==> config.mk <==
export PLATFORM = sky130hd
export DESIGN_NAME = npfl_ctrl
export DESIGN_NICKNAME = d
export VERILOG_FILES = /design/src/rtl/core/npfl_pkg.sv /design/src/rtl/core/npfl_ctrl.sv
export VERILOG_INCLUDE_DIRS = /design/src /design/src/rtl/core
export SDC_FILE = /design/constraint.sdc
export NUM_CORES = 1
export LEC_CHECK = 0
export ABC_AREA = 1
export BUFFER_PORTS_ARGS = -buffer_cell sky130_fd_sc_hd__buf_2
export CORE_MARGIN = 2
export CORE_UTILIZATION = 33
export CTS_CLUSTER_DIAMETER = 200
export DETAILED_ROUTE_END_ITERATION = 10
export PLACE_DENSITY = 0.57
export SKIP_CTS_REPAIR_TIMING = 1
export SYNTH_ARGS = -nofsm -noshare
export SYNTH_HDL_FRONTEND = slang
export SYNTH_SLANG_ARGS = --single-unit
==> constraint.sdc <==
create_clock -name clk -period 5.88 [get_ports clk]
set_input_delay 0.294 -clock clk [delete_from_list [all_inputs] [get_ports clk]]
set_output_delay 0.294 -clock clk [all_outputs]
set_load 0.05 [all_outputs]
==> src/rtl/core/node_pool_free_list_assert.svh <==
// Assertion macros for the node pool free list RTL.
// Included by files that check their own control logic; no other dependencies.
`ifndef NODE_POOL_FREE_LIST_ASSERT_SVH
`define NODE_POOL_FREE_LIST_ASSERT_SVH
`ifndef SYNTHESIS
// prop must hold at every clock edge outside reset
`define NPFL_ASSERT(lbl, clk, rstn, prop) \
    lbl: assert property (@(posedge clk) disable iff (!rstn) (prop)) \
        else $error("npfl: property violated");
// expr must never be true outside reset
`define NPFL_NEVER(lbl, clk, rstn, expr) \
    lbl: assert property (@(posedge clk) disable iff (!rstn) !(expr)) \
        else $error("npfl: forbidden condition seen");
`else
`define NPFL_ASSERT(lbl, clk, rstn, prop)
`define NPFL_NEVER(lbl, clk, rstn, expr)
`endif
`endif

==> src/rtl/core/npfl_pkg.sv <==
// Shared types and constants for the node pool free list.
// No dependencies; used by every module of the block.
`timescale 1ns / 1ps

package npfl_pkg;

    localparam int DATA_W   = 64;
    localparam int INDEX_W  = 10;
    localparam int COUNT_W  = 11;
    localparam int OP_W     = 3;
    localparam int STATUS_W = 2;
    localparam int LINK_MAX = 32;   // link field never wider than this
    localparam int CMP_W    = 18;   // holds any index, count, DEPTH or their sum

    typedef enum logic [OP_W-1:0] {
        OP_ALLOC = 3'd0,
        OP_FREE  = 3'd1,
        OP_READ  = 3'd2,
        OP_WRITE = 3'd3,
        OP_SHIFT = 3'd4
    } op_t;

    typedef enum logic [STATUS_W-1:0] {
        ST_OK    = 2'd0,
        ST_FULL  = 2'd1,
        ST_RANGE = 2'd2
    } status_t;

    typedef enum logic [3:0] {
        S_IDLE,
        S_DECODE,
        S_AL_LINK,
        S_AL_NEXT,
        S_FR_MERGE,
        S_RD_DATA,
        S_SH_START,
        S_SH_TMP,
        S_SH_RD,
        S_SH_WR,
        S_DONE
    } state_t;

    typedef struct packed {
        logic [OP_W-1:0]    op;
        logic [INDEX_W-1:0] entry_index;
        logic [INDEX_W-1:0] target_index;
        logic [COUNT_W-1:0] move_count;
        logic [DATA_W-1:0]  write_data;
    } req_t;

    typedef struct packed {
        logic [STATUS_W-1:0] status;
        logic [INDEX_W-1:0]  given_index;
        logic [DATA_W-1:0]   read_data;
    } rsp_t;

    typedef struct packed {
        logic rd;
        logic wr;
    } mem_ctl_t;

    // width of the chain link kept in the low bits of an entry
    function automatic int link_bits(input int entry_bits);
        link_bits = (entry_bits < LINK_MAX) ? entry_bits : LINK_MAX;
    endfunction

endpackage

==> src/rtl/core/npfl_ctrl.sv <==
// Sequencer for the node pool free list: decodes a request, drives the entry
// store and walks shift rotations with one shared index unit. Depends on npfl_pkg.
`timescale 1ns / 1ps
`include "node_pool_free_list_assert.svh"

module npfl_ctrl #(
    parameter int DEPTH      = 1024,
    parameter int ENTRY_BITS = 64
) (
    input  logic                         clk,
    input  logic                         rst_n,
    input  logic                         req_valid,
    output logic                         req_ready,
    input  npfl_pkg::req_t               req,
    output logic                         res_valid,
    input  logic                         res_ready,
    output npfl_pkg::rsp_t               res,
    output npfl_pkg::mem_ctl_t           mem_ctl,
    output logic [$clog2(DEPTH)-1:0]     mem_rd_addr,
    output logic [$clog2(DEPTH)-1:0]     mem_wr_addr,
    output logic [ENTRY_BITS-1:0]        mem_wr_data,
    input  logic [ENTRY_BITS-1:0]        mem_rd_data
);

    localparam int AW = $clog2(DEPTH);
    localparam int HW = $clog2(DEPTH + 1);
    localparam int LB = npfl_pkg::link_bits(ENTRY_BITS);
    localparam int CW = npfl_pkg::CMP_W;
    localparam int DW = npfl_pkg::DATA_W;
    localparam int IW = npfl_pkg::INDEX_W;
    localparam logic [ENTRY_BITS-1:0] LINK_MASK = {ENTRY_BITS{1'b1}} >> (ENTRY_BITS - LB);
    localparam logic [LB-1:0]         END_MARK  = {LB{1'b1}};
    localparam logic [CW-1:0]         DEPTH_C   = CW'(DEPTH);
    localparam logic [HW-1:0]         DEPTH_H   = HW'(DEPTH);

    npfl_pkg::state_t  state_reg, state_next;
    npfl_pkg::status_t status_reg, status_next;

    logic [npfl_pkg::OP_W-1:0]    op_reg, op_next;
    logic [IW-1:0]                idx_reg, idx_next;
    logic [IW-1:0]                tgt_reg, tgt_next;
    logic [npfl_pkg::COUNT_W-1:0] cnt_reg, cnt_next;
    logic [DW-1:0]                wdata_reg, wdata_next;
    logic [HW-1:0]                head_reg, head_next;
    logic [IW-1:0]                given_reg, given_next;
    logic [DW-1:0]                rdata_reg, rdata_next;
    logic [AW-1:0]                lo_reg, lo_next;
    logic [HW-1:0]                len_reg, len_next;
    logic [AW-1:0]                off_reg, off_next;
    logic [AW-1:0]                start_reg, start_next;
    logic [AW-1:0]                cur_reg, cur_next;
    logic [AW-1:0]                src_reg, src_next;
    logic [HW-1:0]                moved_reg, moved_next;
    logic [ENTRY_BITS-1:0]        tmp_reg, tmp_next;

    // decode arithmetic
    logic [CW-1:0] idx_c, tgt_c, cnt_c, hi_c, lo_c, end_c, len_c, off_c;
    logic [CW-1:0] head_c, head_inc_c;
    logic [LB-1:0] link;
    logic [32:0]   link_w;
    logic [32:0]   head_w;
    logic [ENTRY_BITS-1:0] merged_end, merged_head;
    // shared rotation index unit
    logic [CW-1:0] sum_c, wrap_c;
    logic [AW-1:0] src_c;
    logic [HW-1:0] moved_inc;
    logic [AW-1:0] cur_addr;

    assign idx_c      = CW'(idx_reg);
    assign tgt_c      = CW'(tgt_reg);
    assign cnt_c      = CW'(cnt_reg);
    assign hi_c       = (idx_c > tgt_c) ? idx_c : tgt_c;
    assign lo_c       = (idx_c < tgt_c) ? idx_c : tgt_c;
    assign end_c      = hi_c + cnt_c;
    assign len_c      = end_c - lo_c;
    assign off_c      = (idx_c < tgt_c) ? cnt_c : (len_c - cnt_c);
    assign head_c     = CW'(head_reg);
    assign head_inc_c = head_c + CW'(1);
    assign link       = mem_rd_data[LB-1:0];
    assign link_w     = 33'(link);
    assign head_w     = 33'(head_reg);
    assign merged_end  = (mem_rd_data & ~LINK_MASK) | ENTRY_BITS'(END_MARK);
    assign merged_head = (mem_rd_data & ~LINK_MASK) | ENTRY_BITS'(head_w[LB-1:0]);

    assign sum_c     = CW'(cur_reg) + CW'(off_reg);
    assign wrap_c    = (sum_c >= CW'(len_reg)) ? (sum_c - CW'(len_reg)) : sum_c;
    assign src_c     = wrap_c[AW-1:0];
    assign moved_inc = moved_reg + HW'(1);
    assign cur_addr  = lo_reg + cur_reg;

    always_ff @(posedge clk or negedge rst_n)
    begin
        if (!rst_n)
        begin
            state_reg <= npfl_pkg::S_IDLE;
            head_reg  <= '0;
        end
        else
        begin
            state_reg <= state_next;
            head_reg  <= head_next;
        end
    end

    always_ff @(posedge clk)
    begin
        op_reg     <= op_next;
        idx_reg    <= idx_next;
        tgt_reg    <= tgt_next;
        cnt_reg    <= cnt_next;
        wdata_reg  <= wdata_next;
        status_reg <= status_next;
        given_reg  <= given_next;
        rdata_reg  <= rdata_next;
        lo_reg     <= lo_next;
        len_reg    <= len_next;
        off_reg    <= off_next;
        start_reg  <= start_next;
        cur_reg    <= cur_next;
        src_reg    <= src_next;
        moved_reg  <= moved_next;
        tmp_reg    <= tmp_next;
    end

    always_comb
    begin
        state_next  = state_reg;
        op_next     = op_reg;
        idx_next    = idx_reg;
        tgt_next    = tgt_reg;
        cnt_next    = cnt_reg;
        wdata_next  = wdata_reg;
        head_next   = head_reg;
        status_next = status_reg;
        given_next  = given_reg;
        rdata_next  = rdata_reg;
        lo_next     = lo_reg;
        len_next    = len_reg;
        off_next    = off_reg;
        start_next  = start_reg;
        cur_next    = cur_reg;
        src_next    = src_reg;
        moved_next  = moved_reg;
        tmp_next    = tmp_reg;
        req_ready   = 1'b0;
        res_valid   = 1'b0;
        mem_ctl     = '0;
        mem_rd_addr = '0;
        mem_wr_addr = '0;
        mem_wr_data = '0;

        unique case (state_reg)
            npfl_pkg::S_IDLE:
            begin
                req_ready = 1'b1;
                if (req_valid)
                begin
                    op_next    = req.op;
                    idx_next   = req.entry_index;
                    tgt_next   = req.target_index;
                    cnt_next   = req.move_count;
                    wdata_next = req.write_data;
                    state_next = npfl_pkg::S_DECODE;
                end
            end

            npfl_pkg::S_DECODE:
            begin
                status_next = npfl_pkg::ST_OK;
                given_next  = '0;
                rdata_next  = '0;
                state_next  = npfl_pkg::S_DONE;
                unique case (op_reg) inside
                    npfl_pkg::OP_ALLOC:
                    begin
                        if (head_reg == DEPTH_H)
                        begin
                            status_next = npfl_pkg::ST_FULL;
                        end
                        else
                        begin
                            mem_ctl.rd  = 1'b1;
                            mem_rd_addr = head_reg[AW-1:0];
                            state_next  = npfl_pkg::S_AL_LINK;
                        end
                    end
                    npfl_pkg::OP_FREE, npfl_pkg::OP_READ:
                    begin
                        if (idx_c >= DEPTH_C)
                        begin
                            status_next = npfl_pkg::ST_RANGE;
                        end
                        else
                        begin
                            mem_ctl.rd  = 1'b1;
                            mem_rd_addr = idx_c[AW-1:0];
                            state_next  = (op_reg == npfl_pkg::OP_FREE) ?
                                          npfl_pkg::S_FR_MERGE : npfl_pkg::S_RD_DATA;
                        end
                    end
                    npfl_pkg::OP_WRITE:
                    begin
                        if (idx_c >= DEPTH_C)
                        begin
                            status_next = npfl_pkg::ST_RANGE;
                        end
                        else
                        begin
                            mem_ctl.wr  = 1'b1;
                            mem_wr_addr = idx_c[AW-1:0];
                            mem_wr_data = wdata_reg[ENTRY_BITS-1:0];
                        end
                    end
                    npfl_pkg::OP_SHIFT:
                    begin
                        if (end_c > DEPTH_C)
                        begin
                            status_next = npfl_pkg::ST_RANGE;
                        end
                        else if ((idx_reg != tgt_reg) && (cnt_c != '0))
                        begin
                            lo_next    = lo_c[AW-1:0];
                            len_next   = len_c[HW-1:0];
                            off_next   = off_c[AW-1:0];
                            start_next = '0;
                            moved_next = '0;
                            state_next = npfl_pkg::S_SH_START;
                        end
                    end
                    default:
                    begin
                        status_next = npfl_pkg::ST_RANGE;
                    end
                endcase
            end

            npfl_pkg::S_AL_LINK:
            begin
                given_next = head_c[IW-1:0];
                state_next = npfl_pkg::S_DONE;
                if (link == END_MARK)
                begin
                    // frontier moves up one entry; mark it unless past the end
                    head_next = head_inc_c[HW-1:0];
                    if (head_inc_c < DEPTH_C)
                    begin
                        mem_ctl.rd  = 1'b1;
                        mem_rd_addr = head_inc_c[AW-1:0];
                        state_next  = npfl_pkg::S_AL_NEXT;
                    end
                end
                else if (link_w < 33'(DEPTH))
                begin
                    head_next = link_w[HW-1:0];
                end
                else
                begin
                    head_next = DEPTH_H;
                end
            end

            npfl_pkg::S_AL_NEXT:
            begin
                mem_ctl.wr  = 1'b1;
                mem_wr_addr = head_reg[AW-1:0];
                mem_wr_data = merged_end;
                state_next  = npfl_pkg::S_DONE;
            end

            npfl_pkg::S_FR_MERGE:
            begin
                mem_ctl.wr  = 1'b1;
                mem_wr_addr = idx_c[AW-1:0];
                mem_wr_data = merged_head;
                head_next   = idx_c[HW-1:0];
                state_next  = npfl_pkg::S_DONE;
            end

            npfl_pkg::S_RD_DATA:
            begin
                rdata_next = DW'(mem_rd_data);
                state_next = npfl_pkg::S_DONE;
            end

            // rotation by cycle following: each chain opens at start_reg
            npfl_pkg::S_SH_START:
            begin
                mem_ctl.rd  = 1'b1;
                mem_rd_addr = lo_reg + start_reg;
                cur_next    = start_reg;
                state_next  = npfl_pkg::S_SH_TMP;
            end

            npfl_pkg::S_SH_TMP:
            begin
                tmp_next   = mem_rd_data;
                state_next = npfl_pkg::S_SH_RD;
            end

            npfl_pkg::S_SH_RD:
            begin
                if (src_c == start_reg)
                begin
                    // chain closes: saved head of chain goes in last
                    mem_ctl.wr  = 1'b1;
                    mem_wr_addr = cur_addr;
                    mem_wr_data = tmp_reg;
                    moved_next  = moved_inc;
                    if (moved_inc == len_reg)
                    begin
                        state_next = npfl_pkg::S_DONE;
                    end
                    else
                    begin
                        start_next = start_reg + AW'(1);
                        state_next = npfl_pkg::S_SH_START;
                    end
                end
                else
                begin
                    mem_ctl.rd  = 1'b1;
                    mem_rd_addr = lo_reg + src_c;
                    src_next    = src_c;
                    state_next  = npfl_pkg::S_SH_WR;
                end
            end

            npfl_pkg::S_SH_WR:
            begin
                mem_ctl.wr  = 1'b1;
                mem_wr_addr = cur_addr;
                mem_wr_data = mem_rd_data;
                cur_next    = src_reg;
                moved_next  = moved_inc;
                state_next  = npfl_pkg::S_SH_RD;
            end

            npfl_pkg::S_DONE:
            begin
                res_valid = 1'b1;
                if (res_ready)
                begin
                    state_next = npfl_pkg::S_IDLE;
                end
            end

            default:
            begin
                state_next = npfl_pkg::S_IDLE;
            end
        endcase
    end

    assign res.status      = status_reg;
    assign res.given_index = given_reg;
    assign res.read_data   = rdata_reg;

    `NPFL_NEVER(a_rw_excl, clk, rst_n, mem_ctl.rd && mem_ctl.wr)
    `NPFL_NEVER(a_head_rng, clk, rst_n, head_reg > DEPTH_H)
    `NPFL_NEVER(a_busy_excl, clk, rst_n, req_ready && res_valid)
    `NPFL_ASSERT(a_shift_cnt, clk, rst_n, (state_reg == npfl_pkg::S_SH_RD) |-> (moved_reg < len_reg))

endmodule
==> results of run 1 <==
[worst reg2reg max path: cells and delay by family (launching register included)]
family	cells	cell delay [ps]
xor+xnor	2	440
flops	1	450
simple gates	13	1320
fa+ha+maj	4	1300
buf+inv	2	260
compound gates	8	1370
[cell families after synthesis]
kind of cell | Yosys count | synth area share [%]
xor+xnor | 64 | 2.98
flops | 325 | 51.5
fa+ha+maj | 100 | 6.98
compound gates | 331 | 10.9
simple gates | 815 | 19.4
buf+inv | 396 | 8.24
[layer usage]
metal | vias to the layer above | global-route usage [%] | share of wire, % | wire (um)
met3 | 119 | 3.68 | 6.0 | 4060
li1 | 7949 | - | - | -
met5 | - | 0 | 0 | 0
met4 | 0 | 7.61 | 3.3 | 2220
met2 | 618 | 35.7 | 49 | 32800
met1 | 8102 | 28.6 | 42 | 28400
[Yosys cell counts, types with 3 or more instances]
| master | number |
|---|---|
| nand3b_1 | 3 |
| nand2_1 | 347 |
| clkinv_1 | 6 |
| inv_2 | 4 |
| nor4_1 | 8 |
| nand4_1 | 80 |
| o31ai_1 | 3 |
| inv_1 | 325 |
| buf_1 | 7 |
| xor2_1 | 46 |
| dfrtp_1 | 15 |
| nand2_2 | 14 |
| nor2_2 | 5 |
| o21ai_0 | 86 |
| o22ai_1 | 17 |
| edfxtp_1 | 310 |
| nor2_1 | 182 |
| a22oi_1 | 38 |
| ha_1 | 92 |
| buf_6 | 3 |
| clkbuf_1 | 42 |
| o221ai_1 | 9 |
| xnor2_1 | 18 |
| a31oi_1 | 9 |
| o211ai_1 | 11 |
| o21bai_1 | 10 |
| buf_4 | 7 |
| a221oi_1 | 5 |
| nor3_1 | 21 |
| o21ai_2 | 28 |
| fa_1 | 8 |
| o21ai_1 | 7 |
| or2_2 | 7 |
| a21oi_1 | 95 |
| a21o_1 | 4 |
| nand3_1 | 137 |
[through the flow]
step,instance area [um2],utilization [%]
2_1_floorplan,18800,-
3_3_place_gp,21300,37.7
3_5_place_dp,21300,37.7
4_1_cts,22500,39.9
5_1_grt,24400,43.3
6_report,24400,43.3
[worst paths after layout]
path                                  end  slack (ps)
max                        mem_rd_addr[8]         310
min                            tmp_reg[8]          40
max reg2reg                    off_reg[9]         470
min reg2reg                    cur_reg[4]         560
max in group asynchronous     head_reg[6]        5360
min in group asynchronous     head_reg[7]         210
[power by group through the flow]
stage / registers (mW) / logic, mW / clock network [mW]
after floorplan: 4.07 / 5.55 / 0
after global placement: 3.64 / 8.07 / 0
after CTS: 3.61 / 8.20 / 2.44
after global routing: 3.66 / 9.48 / 2.52
final: 3.61 / 8.69 / 2.40
after detailed placement: 3.65 / 8.17 / 0
[area by class of cell]
class / count / area [um2]
Antenna cell: 2 / 5.00
Clock buffer: 50 / 1030
Clock inverter: 17 / 213
Fill cell: 5481 / 32000
Inverter: 335 / 1260
Multi-Input combinational cell: 1311 / 7840
Sequential cell: 325 / 9680
Tap cell: 756 / 946
Timing Repair Buffer: 513 / 3440
==> results.yml, run 1 <==
power:
  p_leak_nw: 10.7
  total_power_mw: 14.7
  peakVddDrop_v: 0.000386
  power_frac_seq_pct: 24.6
  sw_frac_of_total_pct: 50.2
  power_density_mw_per_mm2: 602
  intPower_mw: 7.33
  pwr-share-comb_pct: 59.1
  p_switching_mw: 7.38
  p_clk_share_pct: 16.3
logic_synthesis:
  synthFlopType: "edfxtp_1"
  ys_seq_area_share_pct: 51.5
  syn-num-nets: 2297
  synth_cells: 2031
  synth_cell_types: 53
  netlist_area_mm2: 0.0188
  async_flop_share_pct: 4.62
  synth.top_cells.by_area: "edfxtp_1 (50%), nand2_1 (6.9%), inv_1 (6.5%)"
  synth-edff-count: 310
  avgSynthCellArea_um2: 9.25
  ys_seq_elements: 325
  yosysWarnings: 0
  yosysTopAreaCell: "edfxtp_1"
  synth_top_area_share_pct: 49.5
global_route:
  grt_usage_pct: 21.6
  overflow: 0
  grt_pass1_wl_mm: 97.0
  grt_antenna_before_repair: 3
  grt_pass1_vias: 15500
  grt_max_degree: 66
cts:
  cts_root_buffer: "clkbuf_16"
  numCtsBuffers: 37
  cts.clk_slew.worst_paths_ps: 60
  numClockSinks: 325
  clk_latency_ps: 570
  h-tree-depth: 2
  cts_tree: "done"
  cts_buffer_depth: 3
cells_and_area:
  fin_cells: 3309
  area_growth_pct: 29.9
  fin_nets: 2789
  mostFrequentLayoutCells: "nand2_1 (338), buf_2 (325), inv_1 (321)"
  final_common_cell: "nand2_1"
  drive_above_1_share_pct: 20.3
sta:
  hold_viol: 0
  hold_ws_ps: 37.8
  setup_viol: 0
  fmax_ghz: 0.180
  setup-tns-final_ps: 0
  finalCriticalPeriod_ps: 5570
  layout_setup_ws_ps: 314
  tightest_slew_ps: 1050
  drv_slew: 0
  finalCritPeriodShare_pct: 94.7
  slew_headroom_pct: 29.7
  grt_setup_unrepaired: "false"
  finalClockSkew_ps: 25.6
die:
  core_region_area_mm2: 0.0564
  dieArea_mm2: 0.0589
  initial_core_util_pct: 33.3
  io_pins: 330
  die_w_um: 243
  rows: 87
  die_y_um: 243
drt:
  vias: 16800
  drt-wirelength-per-cell_um: 20.4
  routed_wl_mm: 67.5
  drc: 0
  drt_iter0_drc: 1438
  drt_first_pass_iters: 5
  ant_nets: 0
  routed_via_density: 5.07
setup_path:
  slowest_delay_ps: 400
  reg2reg_from: "idx_reg[9]"
  worstSetupPathType: "reg -> out"
  cp_num_cells: 31
  critPathArrivalTime_ps: 5270
  startpoint: "cur_reg[0]"
  critical_path.top_delay_family: "simple AND/OR/NAND/NOR gates"
  cpMaxStageDelayCell: "fa_1"
  crit_top_cell: "nand2_1"
  rr_worst_depth: 29
  worstPathMaxFanout: 12
  cp.required_ps: 5590
  critPathLaunchType: "register"
  crit_buf_inv: 4
  cp-end-kind: "output port"
place:
  place_ws_ps: 376
  dp.cells: 3072
  numPortBuffers: 329
  gp_congestion: 0.930
  hpwlAfterDp_mm: 49.9
min_path:
  hold_start: "mem_rd_data[8]"
  min_path_cells: 1
  hp-class: "in -> reg"
run:
  maxCapViolCount: 0
outcome:
  status: "finished clean"
(Power assumes the default switching activity.)
==> inputs of run 2 (changes only) <==
- CTS_BUF_LIST: unset -> sky130_fd_sc_hd__clkbuf_16
- PLACE_DENSITY: 0.57 -> 0.62
==> run 2 against run 1 <==
Net effect:
- via count shrank 0.13%
- worst hold slack worse by 5.8 ps
- flip-flop and latch count unchanged
- first-iteration DRC count shrank 1.5%
- power is 2.2% lower
- clock skew fell by 6.9 ps
- register-to-register slack hardly changed
- critical endpoint is now mem_rd_addr[9]
- count of clock-buffer cells in the layout is 14 lower
- final cell count fell by 0.15%
- fmax rose by 0.62%
==> results.yml, run 2 (synthesis gave the netlist of run 1 again) <==
outcome:
  status: "finished clean"
cells_and_area:
  drive_above_1_share_pct: 20.3
  nFillCells: 5496
  area_growth_pct: 28.8
  multi_input_area_mm2: 0.00784
  mostFrequentLayoutCells: "inv_1 (335), nand2_1 (335), buf_2 (327)"
  fin_nets: 2786
  fin_cells: 3304
  fin_util_pct: 42.9
  regArea_mm2: 0.00968
sta:
  hold_viol: 0
  setup_viol: 0
  fmax_ghz: 0.181
  tightest_slew_ps: 1020
  drv_slew: 0
  setup-tns-final_ps: 0
  finalCriticalPeriod_ps: 5530
  slew_headroom_pct: 31.7
  finalCritPeriodShare_pct: 94.1
  finalClockSkew_ps: 18.6
cts:
  cts_tree: "done"
  h-tree-depth: 2
  numClockSinks: 325
  clk_latency_ps: 570
  cts.clk_slew.worst_paths_ps: 60
  cts_root_buffer: "clkbuf_16"
  cts_buffer_depth: 3
  numCtsBuffers: 36
drt:
  ant_nets: 0
  drt_iter0_drc: 1417
  drc: 0
  vias: 16800
  drt_first_pass_iters: 8
  routed_via_density: 5.07
  drt-wirelength-per-cell_um: 20.2
  routed_wl_mm: 66.8
die:
  die_y_um: 243
  dieArea_mm2: 0.0589
  initial_core_util_pct: 33.3
  io_pins: 330
  die_w_um: 243
  rows: 87
  core_region_area_mm2: 0.0564
place:
  gp_congestion: 0.957
  hpwlAfterDp_mm: 49.0
  dp.cells: 3074
  numPortBuffers: 329
power:
  power_density_mw_per_mm2: 594
  intPower_mw: 7.03
  p_leak_nw: 10.7
  p_clk_share_pct: 14.6
  power_frac_seq_pct: 25.1
  p_switching_mw: 7.35
  pwr-share-comb_pct: 60.2
  peakVddDrop_v: 0.000366
  sw_frac_of_total_pct: 51.1
setup_path:
  slowest_delay_ps: 420
  cp.required_ps: 5590
  crit_top_cell: "nand2_1"
  cp-end-kind: "output port"
  cpMaxStageDelayCell: "edfxtp_1"
  r2r-end: "off_reg[9]"
  worstSetupPathType: "reg -> out"
  rr_worst_depth: 30
  reg2reg_from: "idx_reg[5]"
  r2r_setup_slack_ps: 480
  critPathLaunchType: "register"
  worstPathMaxFanout: 7
  critPathArrivalTime_ps: 5240
min_path:
  min_path_cells: 1
  hp-class: "in -> reg"
  hold_start: "mem_rd_data[5]"
  hold_end: "tmp_reg[5]"
global_route:
  overflow: 0
  grt_max_degree: 66
  grt_pass1_wl_mm: 96.3
  grt_antenna_before_repair: 5
  grt_pass1_vias: 15500
  grt_usage_pct: 21.4
run:
  maxCapViolCount: 0
[run 2: routing by layer]
metal  track usage [%]  wire length, um
met4              8.01             2340
met2              35.4            32400
met5                 0               13
met3              2.93             3980
met1              28.5            28000
[run 2: worst max path at each step]
stage	slack, ps	startpoint	cells past startpoint	to
2_1_floorplan	650	idx_reg[9]	32	off_reg[9]
3_3_place_gp	490	cur_reg[3]	29	mem_rd_addr[8]
3_5_place_dp	330	idx_reg[9]	30	off_reg[9]
4_1_cts	-210	cur_reg[0]	33	mem_rd_addr[8]
5_1_grt	-40	cur_reg[3]	31	mem_rd_addr[8]
6_report	350	cur_reg[2]	30	mem_rd_addr[9]
[run 2: cell type report]
type	instances	area share (%)
flip-flops and latches	325	40.0
multi-input cells	1310	32.4
repair buffers	512	14.2
inverters	335	5.19
well taps	756	3.91
clock buffers	36	3.72
clock inverters	26	0.589
diodes	4	0.0413
[run 2: stage by stage]
| step | hold slack [ps] | setup slack [ps] | instance area [um2] | total power [mW] |
|---|---|---|---|---|
| after floorplan | -1.59 | 655 | 18800 | 9.62 |
| after global placement | 227 | 490 | 21300 | 11.8 |
| after detailed placement | 232 | 331 | 21300 | 11.8 |
| after CTS | -372 | -209 | 22300 | 14.0 |
| after global routing | 21.0 | -42.0 | 24200 | 15.4 |
| final | 32.0 | 349 | 24200 | 14.4 |
[run 2: critical path: cells and delay by family (launching register included)]
kind	cells	cell delay [ps]
and+or+nand+nor	18	2070
adders and majority gates	3	990
AOI/OAI and AO/OA	4	580
DFF	1	420
buffers and inverters	5	590
[run 2: power groups by stage]
stage,sequential (mW),clock [mW],combinational (mW)
after CTS,3.61,2.13,8.22
after global routing,3.66,2.21,9.48
after detailed placement,3.65,0,8.18
after global placement,3.64,0,8.15
final,3.61,2.10,8.66
after floorplan,4.07,0,5.55
==> inputs of run 3 (changes only) <==
- PLACE_DENSITY: 0.62 -> 0.6
- clock period: 5.88 -> 6.5 ns (I/O delays scaled with it)
==> run 3 against run 2 <==
Net effect:
- via count is 0.53% lower
- wire length is 0.73% lower
- sequential share of layout area is 0.66 points higher
- die area stayed put
- final cell count is 0.91% lower
- critical path depth is 3 higher
- setup slack better by 160 ps
- design area is 1.6% lower
- register-to-register slack better by 80 ps
- power is 11% lower
- sequential power is 9.1% lower
- count of clock-buffer cells in the layout is 1 higher
- highest routed layer is now met4
==> results.yml, run 3 (synthesis gave the netlist of run 1 again) <==
cells_and_area:
  fin_nets: 2756
  multi_input_area_mm2: 0.00762
  fin_cells: 3274
  mostFrequentLayoutCells: "nand2_1 (345), inv_1 (328), buf_2 (328)"
  final_common_cell: "nand2_1"
  area_growth_pct: 26.7
  stdcell_area_mm2: 0.0238
  drive_above_1_share_pct: 18.8
  nFillCells: 5603
  regArea_mm2: 0.00968
  fin_util_pct: 42.2
power:
  peakVddDrop_v: 0.000356
  power_density_mw_per_mm2: 538
  p_leak_nw: 10.6
drt:
  drt_iter0_drc: 1260
  vias: 16700
  route.met2.wl_mm: 31.7
  met1_length_mm: 28.3
  met3WireLength_mm: 3.81
  drt_first_pass_iters: 7
  ant_nets: 0
  routed_wl_mm: 66.3
  routed_via_density: 5.09
  drc: 0
  drt-wirelength-per-cell_um: 20.2
  routed.top_layer: "met4"
sta:
  setup-tns-final_ps: 0
  layout_setup_ws_ps: 512
  setup_viol: 0
  fmax_ghz: 0.167
  hold_viol: 0
  drv_slew: 0
  finalCriticalPeriod_ps: 5990
  tightest_slew_ps: 1050
  slew_headroom_pct: 30.1
  finalClockSkew_ps: 26.2
  finalCritPeriodShare_pct: 92.1
  grt_setup_unrepaired: "false"
run:
  maxCapViolCount: 0
die:
  core_region_area_mm2: 0.0564
  initial_core_util_pct: 33.3
  io_pins: 330
  rows: 87
  die_w_um: 243
  dieArea_mm2: 0.0589
  die_y_um: 243
place:
  place_area_mm2: 0.0212
  numPortBuffers: 329
  place_ws_ps: 680
  gp_congestion: 0.916
  hpwlAfterDp_mm: 49.8
  dp.cells: 3068
setup_path:
  cpMaxStageDelayCell: "fa_1"
  critPathArrivalTime_ps: 5660
  crit_top_cell: "nand2_1"
  cp-end-kind: "output port"
  worstPathMaxFanout: 12
  slowest_delay_ps: 420
  worstSetupPathType: "reg -> out"
  cp.required_ps: 6170
  critPathLaunchType: "register"
global_route:
  grt_pass1_vias: 15500
  grt_pass1_wl_mm: 96.2
  overflow: 0
  grt_usage_pct: 21.4
  grt_max_degree: 67
  grt_antenna_before_repair: 4
cts:
  numCtsBuffers: 37
  cts.clk_slew.worst_paths_ps: 60
  cts_root_buffer: "clkbuf_16"
  numClockSinks: 325
  h-tree-depth: 2
  cts_buffer_depth: 3
  cts_tree: "done"
  clk_latency_ps: 580
min_path:
  hp-class: "in -> reg"
outcome:
  status: "finished clean"
run 3: changes by cell type in the layout (fill, tap and decap cells not counted), sizes merged:
cell	before	now
clkinvlp	1	3
bufinv	0	2
clkinv	18	23
inv	342	335
clkbuf	36	38
buf	357	341
diode	4	2
dlygate4sd3	155	139
run 3: metal layers:
layer  global-route usage (%)  up-vias
met4                     7.83        0
li1                         -     7895
met1                     28.4     8001
met5                        0        -
met2                     35.5      646
met3                     3.25      136
run 3: worst paths after layout:
path                            cells after the start       startpoint        endpoint  slack [ps]
max in group asynchronous                           2            rst_n     head_reg[9]        6030
worst min register to register                      2       src_reg[2]      cur_reg[2]         530
worst min-delay path                                1  mem_rd_data[11]     tmp_reg[11]          20
worst max-delay path                               33       cur_reg[0]  mem_rd_addr[8]         510
min in group asynchronous                           2            rst_n     head_reg[3]         210
worst max register to register                     30       idx_reg[7]      off_reg[9]         560
run 3: metrics by stage:
| step | power, mW | hold WS (ps) |
|---|---|---|
| global placement | 10.6 | 247 |
| floorplan | 8.71 | 29.4 |
| CTS | 12.7 | -362 |
| global route | 13.7 | 8.83 |
| detailed placement | 10.7 | 253 |
| finish | 12.8 | 24.5 |
run 3: power by group:
part	leakage [nW]	total (mW)	internal [mW]	switching, mW
registers	3.06	3.28	3.00	0.277
logic	6.92	7.49	2.17	5.32
clock network	0.579	2.04	1.14	0.906
total	10.6	12.8	6.31	6.50
run 3: critical path, delay by kind of cell (launching register included):
family	cells	cell delay [ps]
adder cells (fa/ha/maj)	5	1570
AND/OR/NAND/NOR	15	1430
AO/OA/AOI/OAI	6	1010
buffers and inverters	6	610
flip-flops	1	370
XOR/XNOR	1	130
run 3: cell type report:
| cell class | instances | share of cell area, % |
|---|---|---|
| tap | 756 | 3.97 |
| clock inverter | 28 | 1.03 |
| clock buffer | 37 | 3.89 |
| multi-input combinational | 1310 | 32.0 |
| sequential | 325 | 40.7 |
| antenna | 2 | 0.0210 |
| timing repair buffer | 481 | 13.2 |
| inverter | 335 | 5.28 |
